$ cat config.mk
export PLATFORM = sky130hd
export DESIGN_NAME = sfi_fifo
export DESIGN_NICKNAME = d
export VERILOG_FILES = /design/src/rtl/core/sfi_pkg.sv /design/src/rtl/core/sfi_fifo.sv
export SDC_FILE = /design/constraint.sdc
export NUM_CORES = 1
export LEC_CHECK = 0
export BUFFER_PORTS_ARGS = -buffer_cell sky130_fd_sc_hd__buf_2
export CAP_MARGIN = 15
export CORE_MARGIN = 4
export CORE_UTILIZATION = 57
export CTS_CLUSTER_DIAMETER = 50
export DETAILED_ROUTE_END_ITERATION = 10
export HOLD_SLACK_MARGIN = 0.05
export PLACE_DENSITY = 0.79
export SLEW_MARGIN = 20
export SYNTH_ARGS = -nofsm -noshare
export SYNTH_HDL_FRONTEND = slang
export SYNTH_SLANG_ARGS = --single-unit
$ cat constraint.sdc
create_clock -name clk -period 9.1 [get_ports clk]
set_clock_uncertainty 0.05 [all_clocks]
set_input_delay 0.91 -clock clk [delete_from_list [all_inputs] [get_ports clk]]
set_output_delay 0.91 -clock clk [all_outputs]
set_load 0.01 [all_outputs]
$ cat src/rtl/core/sfi_pkg.sv
// Shared types and constants of the sampled function interpolator.
package sfi_pkg;

	localparam int NUM_COORDS  = 4;
	localparam int SLOT_W      = 12;
	localparam int SIZE_W      = 16;
	localparam int WORD_W      = 32;
	localparam int IN_DATA_W   = 224;
	localparam int OUT_DATA_W  = 40;
	localparam int CFG_IDX_W   = 2;
	localparam int CFG_DATA_W  = 6;
	localparam int QUEUE_DEPTH = 4;

	// sample positions and block sizes saturate at 2^40
	localparam int POS_W = 41;
	localparam logic [POS_W-1:0] POS_CAP = 41'h100_0000_0000;

	localparam logic [CFG_IDX_W-1:0] CFG_BPS  = 2'd0;
	localparam logic [CFG_IDX_W-1:0] CFG_NIN  = 2'd1;
	localparam logic [CFG_IDX_W-1:0] CFG_NOUT = 2'd2;

	typedef enum logic [1:0] {
		FN_SAMPLE = 2'd0,
		FN_DIM    = 2'd1,
		FN_OUT    = 2'd2,
		FN_EVAL   = 2'd3
	} func_t;

	typedef struct packed {
		func_t                                func;
		logic [SLOT_W-1:0]                    slot;
		logic [SIZE_W-1:0]                    size;
		logic [WORD_W-1:0]                    coef_a;
		logic [WORD_W-1:0]                    coef_b;
		logic [NUM_COORDS-1:0][WORD_W-1:0]    coord;
	} cmd_t;

	typedef struct packed {
		logic full;
		logic empty;
	} q_stat_t;

	typedef struct packed {
		logic                  we;
		logic [CFG_IDX_W-1:0]  index;
		logic [CFG_DATA_W-1:0] data;
	} cfg_wr_t;

	typedef struct packed {
		logic              valid;
		logic [1:0]        channel;
		logic [WORD_W-1:0] value;
		logic              last;
		logic              error;
	} res_t;

endpackage

$ cat src/rtl/core/sfi_fifo.sv
// Short command queue between front and back.
module sfi_fifo (
	input  logic             clk,
	input  logic             arst_n,
	input  logic             push,
	input  sfi_pkg::cmd_t    din,
	input  logic             pop,
	output sfi_pkg::cmd_t    dout,
	output sfi_pkg::q_stat_t stat
);
	import sfi_pkg::*;

	localparam int PW = $clog2(QUEUE_DEPTH);
	localparam int CW = $clog2(QUEUE_DEPTH + 1);

	cmd_t            buf_q [QUEUE_DEPTH];
	logic [PW-1:0]   wr_q, rd_q;
	logic [CW-1:0]   cnt_q;
	logic            do_push, do_pop;

	assign stat.full  = cnt_q == CW'(QUEUE_DEPTH);
	assign stat.empty = cnt_q == '0;
	assign do_push    = push && !stat.full;
	assign do_pop     = pop && !stat.empty;
	assign dout       = buf_q[rd_q];

	always_ff @(posedge clk) begin
		if (do_push) begin
			buf_q[wr_q] <= din;
		end
	end

	always_ff @(posedge clk or negedge arst_n) begin
		if (!arst_n) begin
			wr_q  <= '0;
			rd_q  <= '0;
			cnt_q <= '0;
		end else begin
			if (do_push) begin
				wr_q <= wr_q + PW'(1);
			end
			if (do_pop) begin
				rd_q <= rd_q + PW'(1);
			end
			case ({do_push, do_pop})
				2'b10:   cnt_q <= cnt_q + CW'(1);
				2'b01:   cnt_q <= cnt_q - CW'(1);
				default: cnt_q <= cnt_q;
			endcase
		end
	end

	assert property (@(posedge clk) disable iff (!arst_n)
		cnt_q <= CW'(QUEUE_DEPTH))
		else $error("queue count beyond depth");

endmodule

# Word-level counts from Yosys, hierarchy flattened

Memory sizes are Yosys's and may differ from the RTL's.
Cells that the tools add are included.
W data, S select, Z words.

Input bits: 226
Register bits after elaboration: 7
Output and inout bits: 224
RAM bits: 888
Memories kept: 1

Memories:

| memory | words | width | read ports | clocked after Yosys merged registers in | wr ports | line           | RTL |
|---|---|---|---|---|---|---|---|
| buf_q  | 4     | 222   | 1          | 0                                       | 1        | sfi_fifo.sv:16 | `cmd_t buf_q [QUEUE_DEPTH];` |

$add $sub $neg: 4
Reductions and logical operators: 6
Multiplexer cells: 3
Equal/unequal tests: 3

Operators with widths:

| operator              | number |
|---|---|
| $pmux W3 S2           | 1 |
| $add A2 B1 Y2 const B | 2 |
| $add A3 B1 Y3 const B | 1 |
| $eq A3 B3 Y1 const B  | 1 |
| $logic_not A3 Y1      | 1 |
| $sub A3 B1 Y3 const B | 1 |
| $eq A2 B1 Y1 const B  | 1 |
| $eq A2 B2 Y1 const B  | 1 |
| $logic_and A1 B1 Y1   | 2 |
| $logic_not A1 Y1      | 2 |
| $mux W1               | 2 |
| $reduce_bool A2 Y1    | 1 |

# Logic depth before layout (Yosys ltp)

Gate-level depths: netlist of the first run.

Depth in word-level cells: 5
Depth in mapped cells: 9
Depth with buffers taken out: 9

# Least setup slack after synthesis of the first run

OpenSTA, ideal clock, no wires.

Path kind: input-to-reg
Start: in push
End: mem buf_q[0][0] (netlist bit), enable pin
Path buffers: 0
Data required time: 8.440 ns
Stages on the path: 2
Setup time: 0.610 ns
Path slack: 2.115 ns
Arrival time: 6.325 ns
Cell sequence: nor2b_1 -> and2_1

Word-level cells in the longest chain between the ends: 3

RTL lines:

| element                       | line           | RTL |
|---|---|---|
| from (decl)                   | sfi_fifo.sv:5  | `input logic push,` |
| $logic_and A1 B1 Y1           | sfi_fifo.sv:23 | `assign do_push = push && !stat.full;` |
| $mux W1                       | sfi_fifo.sv:28 | `if (do_push) begin` |
| $mux W1 (not written as such) | sfi_fifo.sv:29 | `buf_q[wr_q] <= din;` |
| to (decl)                     | sfi_fifo.sv:16 |  |

Every way passes these cells.

==> results.md, run 1 <==
Status:
- The flow ran to the end, and the final reports show no timing, DRC or antenna violations.

Cells and area:
- Of the cells placed in the final design, the portion with a size suffix greater than 1 is 46.3%.
- The number of nets in the layout is 1935.
- The layout overhead on the synthesized area is 18.5%.
- The final standard cell count with taps included and fillers excluded is 2553.

Clock tree:
- In this run the post-CTS setup repair buffer count came out at 0.
- Clock-pin slew was measured on the worst setup and hold paths at 0.06 ns.
- Gates resized during post-CTS repair numbered 0.
- The tree built by TritonCTS fans out to 895 sinks.
- The number of H-tree levels is 3.
- The TritonCTS clock tree is yes.
- Buffers inserted to repair hold after CTS numbered 1.
- No sink is reached through more buffers than the 3 on the longest clock path.
- The clock root buffer is clkbuf_16.
- The number of buffers created by CTS is 91.
- Clock latency on the worst-skew pair, taken at its later pin, is 0.63 ns.

Route:
- The number of optimization iterations in the first detailed-route pass is 5.
- The detailed-route vias per instance is 5.78.
- The per-cell routed wire length is 26.5 um.
- For this block, the routed nets add up to 67.5 mm of wire.
- Across all layers, the routed design uses 14761 vias.
- After the first detailed-routing iteration, the DRC count stood at 1309.
- The total DRC errors in the routed layout is 0.
- Once detail routing completed, the nets flagged for antenna violations numbered 0.

Global routing:
- The number of global-route vias before repair is 15668.
- The initial antenna violation count is 25.
- The first global-routing pass estimated 100 mm of wire.
- After global routing the overflow that remains totals 0.
- Entering global routing, the biggest net connects 118 pins.
- Across every metal layer, demand over resource in global routing totals 22.4%.

Synthesis:
- The number of cells produced by synthesis is 1197.
- The area of the mapped netlist is 32400 sq um.
- The synthesized design contains 895 register bits.
- The post-synthesis sequential area ratio is 82.7%.
- The count of warnings emitted by yosys is 0.
- The mean instance size in the synthesized netlist is 27.1 sq um.
- Of all cell types, the one taking the most synthesized area is edfxtp_1.
- By area the synthesized netlist is led by edfxtp_1, mux4_2, buf_6.
- Counting every net in the synthesized netlist gives 1429.
- The share of the synthesized area in the top cell type is 82.2%.
- The unique cell type count in the Yosys netlist is 20.

Pwr:
- The maximum VDD drop is 447 uV.
- In this run the static leakage power is 13.1 nW.
- The ratio of total power to cell area is 337 nW/um^2.

Timing:
- The period utilization is 47.3%.
- Setup total negative slack on the finished layout was measured at 0 ns.
- Headroom to the max-slew limit came out at 27.5%.
- Static timing analysis puts the maximum clock frequency at 232 MHz.
- Setup violations remaining at the end of the flow were counted as 0.
- The number of failing hold endpoints at the final stage is 0.
- The minimum period implied by the final worst setup slack is 4.30 ns.
- The final max-slew violation count is 0.
- The worst slack on hold paths is 0.446 ns.
- At the pin with the least slew margin, the transition time is 1.09 ns.
- Setup repair after global routing left no endpoint under its margin.

Job:
- The tool flagged a number of max-cap violations equal to 0.

Die:
- The die extent in y is 247 um.
- The die covers 60800 sq um.
- The initial standard-cell utilization of the core is 57.5%.
- The number of I/O pins is 450.
- Row generation in the floorplan step produced 87 rows.
- The die is 247 um wide.
- After floorplanning, the core was sized to cover 56400 sq um.

Placed design:
- The instance count after placement with tap cells included is 2365.
- The final weighted congestion in routability-driven placement is 0.759.
- In this run the tool buffered the top-level ports with 449 buffer cells.
- The sum of net half-perimeters after detailed placement is 39.1 mm.

Worst setup path:
- The worst setup path is launched from a flop.
- The critical path in this run is classified as reg2out.
- At the worst endpoint, the required time is 8.14 ns.
- The maximum fanout along the worst path is 69.
- The internal reg-to-reg setup slack is 5.91 ns.
- The category of the worst setup path capture point is an output pin.
- Data on the critical path arrives at its endpoint at 3.34 ns.

Min path:
- The worst hold path belongs to the class in2reg.
[through the flow]
step	utilization, %	cell area (sq um)	worst slack, ns	power (mW)
detailed placement	62.9	35500	5.44	9.45
global route	68.2	38400	4.66	13.5
global placement	62.9	35500	5.39	9.38
finish	68.2	38400	4.80	12.9
floorplan	-	32400	2.12	8.24
CTS	68.1	38400	4.73	13.1
[placed cells by master, fill, tap and decap left out, drive strengths merged]
cell / count
nor2b: 1
mux2i: 1
fa: 1
nor3b: 1
xnor2: 3
ha: 5
and2: 4
inv: 16
nor2: 1
dlygate4sd3: 1
clkinv: 42
mux2: 1
dfrtp: 7
diode: 16
xor2: 3
bufinv: 6
buf: 462
nor3: 1
nand2: 1
o31a: 1
edfxtp: 888
mux4: 222
clkinvlp: 2
clkbuf: 111
[area by class of cell]
type	count	area, sq um
Inverter	6	22.5
Sequential cell	895	26800
Clock inverter	60	509
Antenna cell	16	40.0
Clock buffer	111	2420
Tap cell	756	946
Timing Repair Buffer	463	2430
Multi-Input combinational cell	246	5230
Fill cell	3429	17900
[critical path, stage by stage, from the launching register on]
cell     delay, ns
dfrtp_4       1.06
buf_4         0.91
mux4_2        0.46
buf_2         0.17
[Yosys cell counts]
cell	instances
edfxtp_1	888
mux4_2	222
buf_2	25
buf_6	19
dfrtp_1	7
clkbuf_1	6
inv_1	6
ha_1	5
and2_1	4
xnor2_1	3
xor2_1	3
fa_1	1
mux2_2	1
mux2i_1	1
nand2_1	1
nor2_1	1
nor2b_1	1
nor3_1	1
nor3b_1	1
o31a_1	1
[cell families (layout without fill, tap and decap cells)]
logic type | after synthesis | in the layout | synth area share (%)
AOI/OAI and AO/OA | 1 | 1 | 0.0270
xor gates and xnor gates | 6 | 6 | 0.162
other | 0 | 16 | 0
DFF | 895 | 895 | 82.7
and+or+nand+nor | 9 | 9 | 0.158
buffers and inverters | 56 | 640 | 1.18
adders and majority gates | 6 | 6 | 0.255
muxes | 224 | 224 | 15.5
[path summary, 6_finish.rpt]
check	start	endpoint	depth (start not counted)
worst min register to register	cnt_q[2]	cnt_q[2]	1
max in group asynchronous	arst_n	rd_q[0]	2
min in group asynchronous	arst_n	wr_q[1]	2
worst min-delay path	din[185]	buf_q[2][185]	1
worst max-delay path	rd_q[1]	dout[23]	3
worst max register to register	cnt_q[2]	buf_q[2][91]	4
[power by group]
part / internal, mW / total [mW] / switching [mW]
logic: 1.59 / 3.59 / 2.00
registers: 5.45 / 5.75 / 0.297
clock network: 2.08 / 3.60 / 1.52
[layer usage]
metal	GRT usage [%]	up-vias	share of wire (%)
li1	-	6264	-
met2	37.0	603	53
met3	6.07	146	7.7
met4	8.73	20	3.3
met1	28.9	7728	36
met5	0	-	0.19
[state kept, by name, indices dropped and copies added, names as in the netlist]
name	flops
rd_q	2
buf_q	888
cnt_q	3
wr_q	2
No activity file was read; power rests on OpenSTA's default activity.
==> run 2, diff against run 1 <==
--- a/config.mk
+++ b/config.mk
@@ -8,11 +8,11 @@
 export BUFFER_PORTS_ARGS = -buffer_cell sky130_fd_sc_hd__buf_2
 export CAP_MARGIN = 15
 export CORE_MARGIN = 4
-export CORE_UTILIZATION = 57
+export CORE_UTILIZATION = 51
 export CTS_CLUSTER_DIAMETER = 50
 export DETAILED_ROUTE_END_ITERATION = 10
 export HOLD_SLACK_MARGIN = 0.05
-export PLACE_DENSITY = 0.79
+export PLACE_DENSITY = 0.75
 export SLEW_MARGIN = 20
 export SYNTH_ARGS = -nofsm -noshare
 export SYNTH_HDL_FRONTEND = slang
==> constraint.sdc (replaced) <==
create_clock -name clk -period 3.54 [get_ports clk]
set_clock_uncertainty 0.05 [all_clocks]
set_input_delay 0.354 -clock clk [delete_from_list [all_inputs] [get_ports clk]]
set_output_delay 0.354 -clock clk [all_outputs]
set_load 0.01 [all_outputs]
==> run 2 against run 1 <==
Effect of this change:
- largest cell class unchanged
- register-to-register slack got worse by 4.9 ns
- routed wire length rose by 9.7%
- sequential share of layout area fell by 5.0 points
- global-route usage fell by 0.34 points
- worst setup slack got worse by 4.3 ns
- first-iteration DRC count rose by 2.4%
- core utilization fell by 2.4 points
- final cell count rose by 13%
- final area rose by 7.8%
- clock power rose to 2.7 times the previous value
- clock-buffer cell count did not move
- non-clock buffer count rose by 268
==> results.md, run 2 (synthesis results as in run 1) <==
Worst setup path:
- The critical path crosses 3 cells after its start point.
- The number of buffer and inverter instances along the worst setup path is 2.
- Traced cell by cell, the critical path runs through buf_4 > mux4_2 > buf_2.
- The number of cells on the worst reg-to-reg path is 4.
- For this run, the slowest stage of the critical path takes 0.98 ns.
- The endpoint identified for the worst register-to-register timing path is buf_q[3][162].
- The kind of start point of the critical path is a flop.
- Of all nets on the critical path, the largest fanout is 45.
- STA puts the critical path data required time at 3.14 ns.
- The internal reg-to-reg setup slack is 1.04 ns.
- The start point of the critical path is rd_q[1].
- The most critical setup path has its endpoint at dout[218].
- The path type of the worst setup path is reg2out.
- In this run the critical register-to-register path is launched from cnt_q[2].
- The slowest stage of the critical path belongs to the cell dfrtp_4.
- For the worst setup path, the data arrival time is 2.66 ns.
- The kind of cell adding the most delay to the critical path is flip-flops.
- The category of the worst setup path capture point is an output pin.

Min path:
- The worst hold path class is in2reg.

Route:
- The number of optimization iterations in the first detailed-route pass is 5.
- Once detail routing completed, the nets flagged for antenna violations numbered 0.
- The number of DRC markers in iteration 0 is 1340.
- The wire length after detailed routing is 74.1 mm.
- The detailed-route vias per instance is 5.51.
- Dividing the detail-routed wire length by the instance count gives 25.6 um.
- In the routed design, unresolved DRC markers number 0.
- The routed via count is 15976.

Clock tree:
- The TritonCTS clock tree is yes.
- The number of H-tree levels is 3.
- The post-cts gate resize count is 0.
- The clock transition at the registers of the reported paths is 0.06 ns.
- The clock tree buffer depth is 3.
- The number of buffers created by CTS is 91.
- The later-pin clock latency in the skew report is 0.62 ns.
- The TritonCTS sink count is 895.
- The clock root buffer is clkbuf_16.
- The number of post-CTS setup repair buffers is 0.

Global routing:
- The wire length of the first global-routing pass is 111 mm.
- The total global routing track utilization is 22.1%.
- The number of global-route vias before repair was 17463.
- The initial antenna violation count came to 6.
- The largest net degree at the start of global routing is 76.
- The remaining global-route overflow is 0.

Cells and area:
- The final standard cell area without fillers is 41400 sq um.
- The number of nets in the layout is 2203.
- In the layout the commonest cells are edfxtp_1, buf_2, dlygate4sd3_1, mux4_2, clkbuf_16.
- The fraction of final layout cells sized beyond drive strength 1 is 42.3%.
- The count of filler cells inserted in the layout is 3898.
- The layout overhead on the synthesized area is 27.7%.
- Across the whole layout, storage elements account for 26800 sq um.
- The largest registers in the layout are buf_q: 888 flops, cnt_q: 3 flops.
- The register with the most flip-flops in the layout has 888 of them.
- The multi-input logic area is 5230 sq um.
- Leaving out fill and tap cells, the most frequent cell in the layout is edfxtp_1.
- The register with the most flip-flops in the final layout is buf_q.

Timing:
- The final max-slew violation count is 0.
- Timing would allow up to 327 MHz.
- The number of failing hold endpoints at the final stage is 0.
- Setup repair after global routing left no endpoint under its margin.
- The worst path meets setup with 0.481 ns of slack.
- The total of endpoints with negative setup slack in the final report is 0.
- The period utilization is 86.4%.
- The remaining max-slew budget at the tightest pin is 41.1%.
- For the pin with the worst max-slew slack, the measured transition is 0.884 ns.
- After routing, the total negative slack on setup checks comes to 0 ns.
- The minimum period implied by the final worst setup slack is 3.06 ns.

Placed design:
- Once placement finished, the instance area stood at 36100 sq um.
- The final weighted congestion in routability-driven placement is 0.760.
- The sum of net half-perimeters after detailed placement is 43.8 mm.
- The pre-CTS worst setup slack is 1.04 ns.
- The number of buffers inserted by port buffering is 449.

Pwr:
- For this design the ratio of total power to cell area is 835 nW/um^2.
- The total design power is 34.6 mW.
- In this run the static leakage power is 14.3 nW.
- IR analysis of the VDD net gives a maximum drop of 614 uV.

Die:
- The die is 260 um wide.
- The die covers 67700 sq um.
- The region available for standard cell placement spans 63000 sq um.
- The row count is 92.
- The die is 260 um tall.
- The initial standard-cell utilization of the core is 51.5%.
- The number of I/O pins is 450.

Job:
- The max capacitance violation total is 0.

Status:
- The flow ran to the end, and the final reports show no timing, DRC or antenna violations.
run 2: final cells by class:
cell class,instances,area share [%]
inverter,6,0.0544
sequential,895,64.8
antenna,6,0.0363
clock inverter,56,1.54
clock buffer,111,5.78
timing repair buffer,731,12.6
tap,846,2.56
multi-input combinational,246,12.6
run 2: per-stage QoR:
stage	utilization [%]	hold WS, ns	std cells
after floorplan	-	0.00841	1197
after global placement	57.4	0.147	2499
after detailed placement	57.4	0.149	2499
after CTS	65.8	0.154	2891
after global routing	65.8	0.194	2897
final	65.8	0.193	2897
run 2: how the worst min path moves through the flow:
stage / startpoint / endpoint / slack, ns / cells past startpoint
floorplan: arst_n / cnt_q[0] / 0.008 / 0
global placement: arst_n / cnt_q[1] / 0.15 / 1
detailed placement: arst_n / cnt_q[1] / 0.15 / 1
CTS: push / wr_q[0] / 0.15 / 3
global route: push / wr_q[0] / 0.19 / 3
finish: push / wr_q[0] / 0.19 / 3
run 2: layer usage:
| layer | routed length, um | global-route usage (%) |
|---|---|---|
| met1 | 26900 | 27.8 |
| met2 | 39100 | 37.6 |
| met3 | 5550 | 5.23 |
| met4 | 2520 | 8.32 |
| met5 | 0 | 0 |
run 2: worst min-delay path, cell delays in order:
cell and delay (ns):
buf_2 0.10, nor2b_1 0.20, xnor2_1 0.16
run 2: where the power goes:
part           switching (mW)  internal, mW
Sequential              0.701          14.0
Clock                    3.93          5.72
Combinational            5.60          4.64
run 2: repair_timing:
action | CTS | global route
setup endpoints to repair | 0 | 0
hold buffers | 225 | 0
hold endpoints to repair | 896 | 0
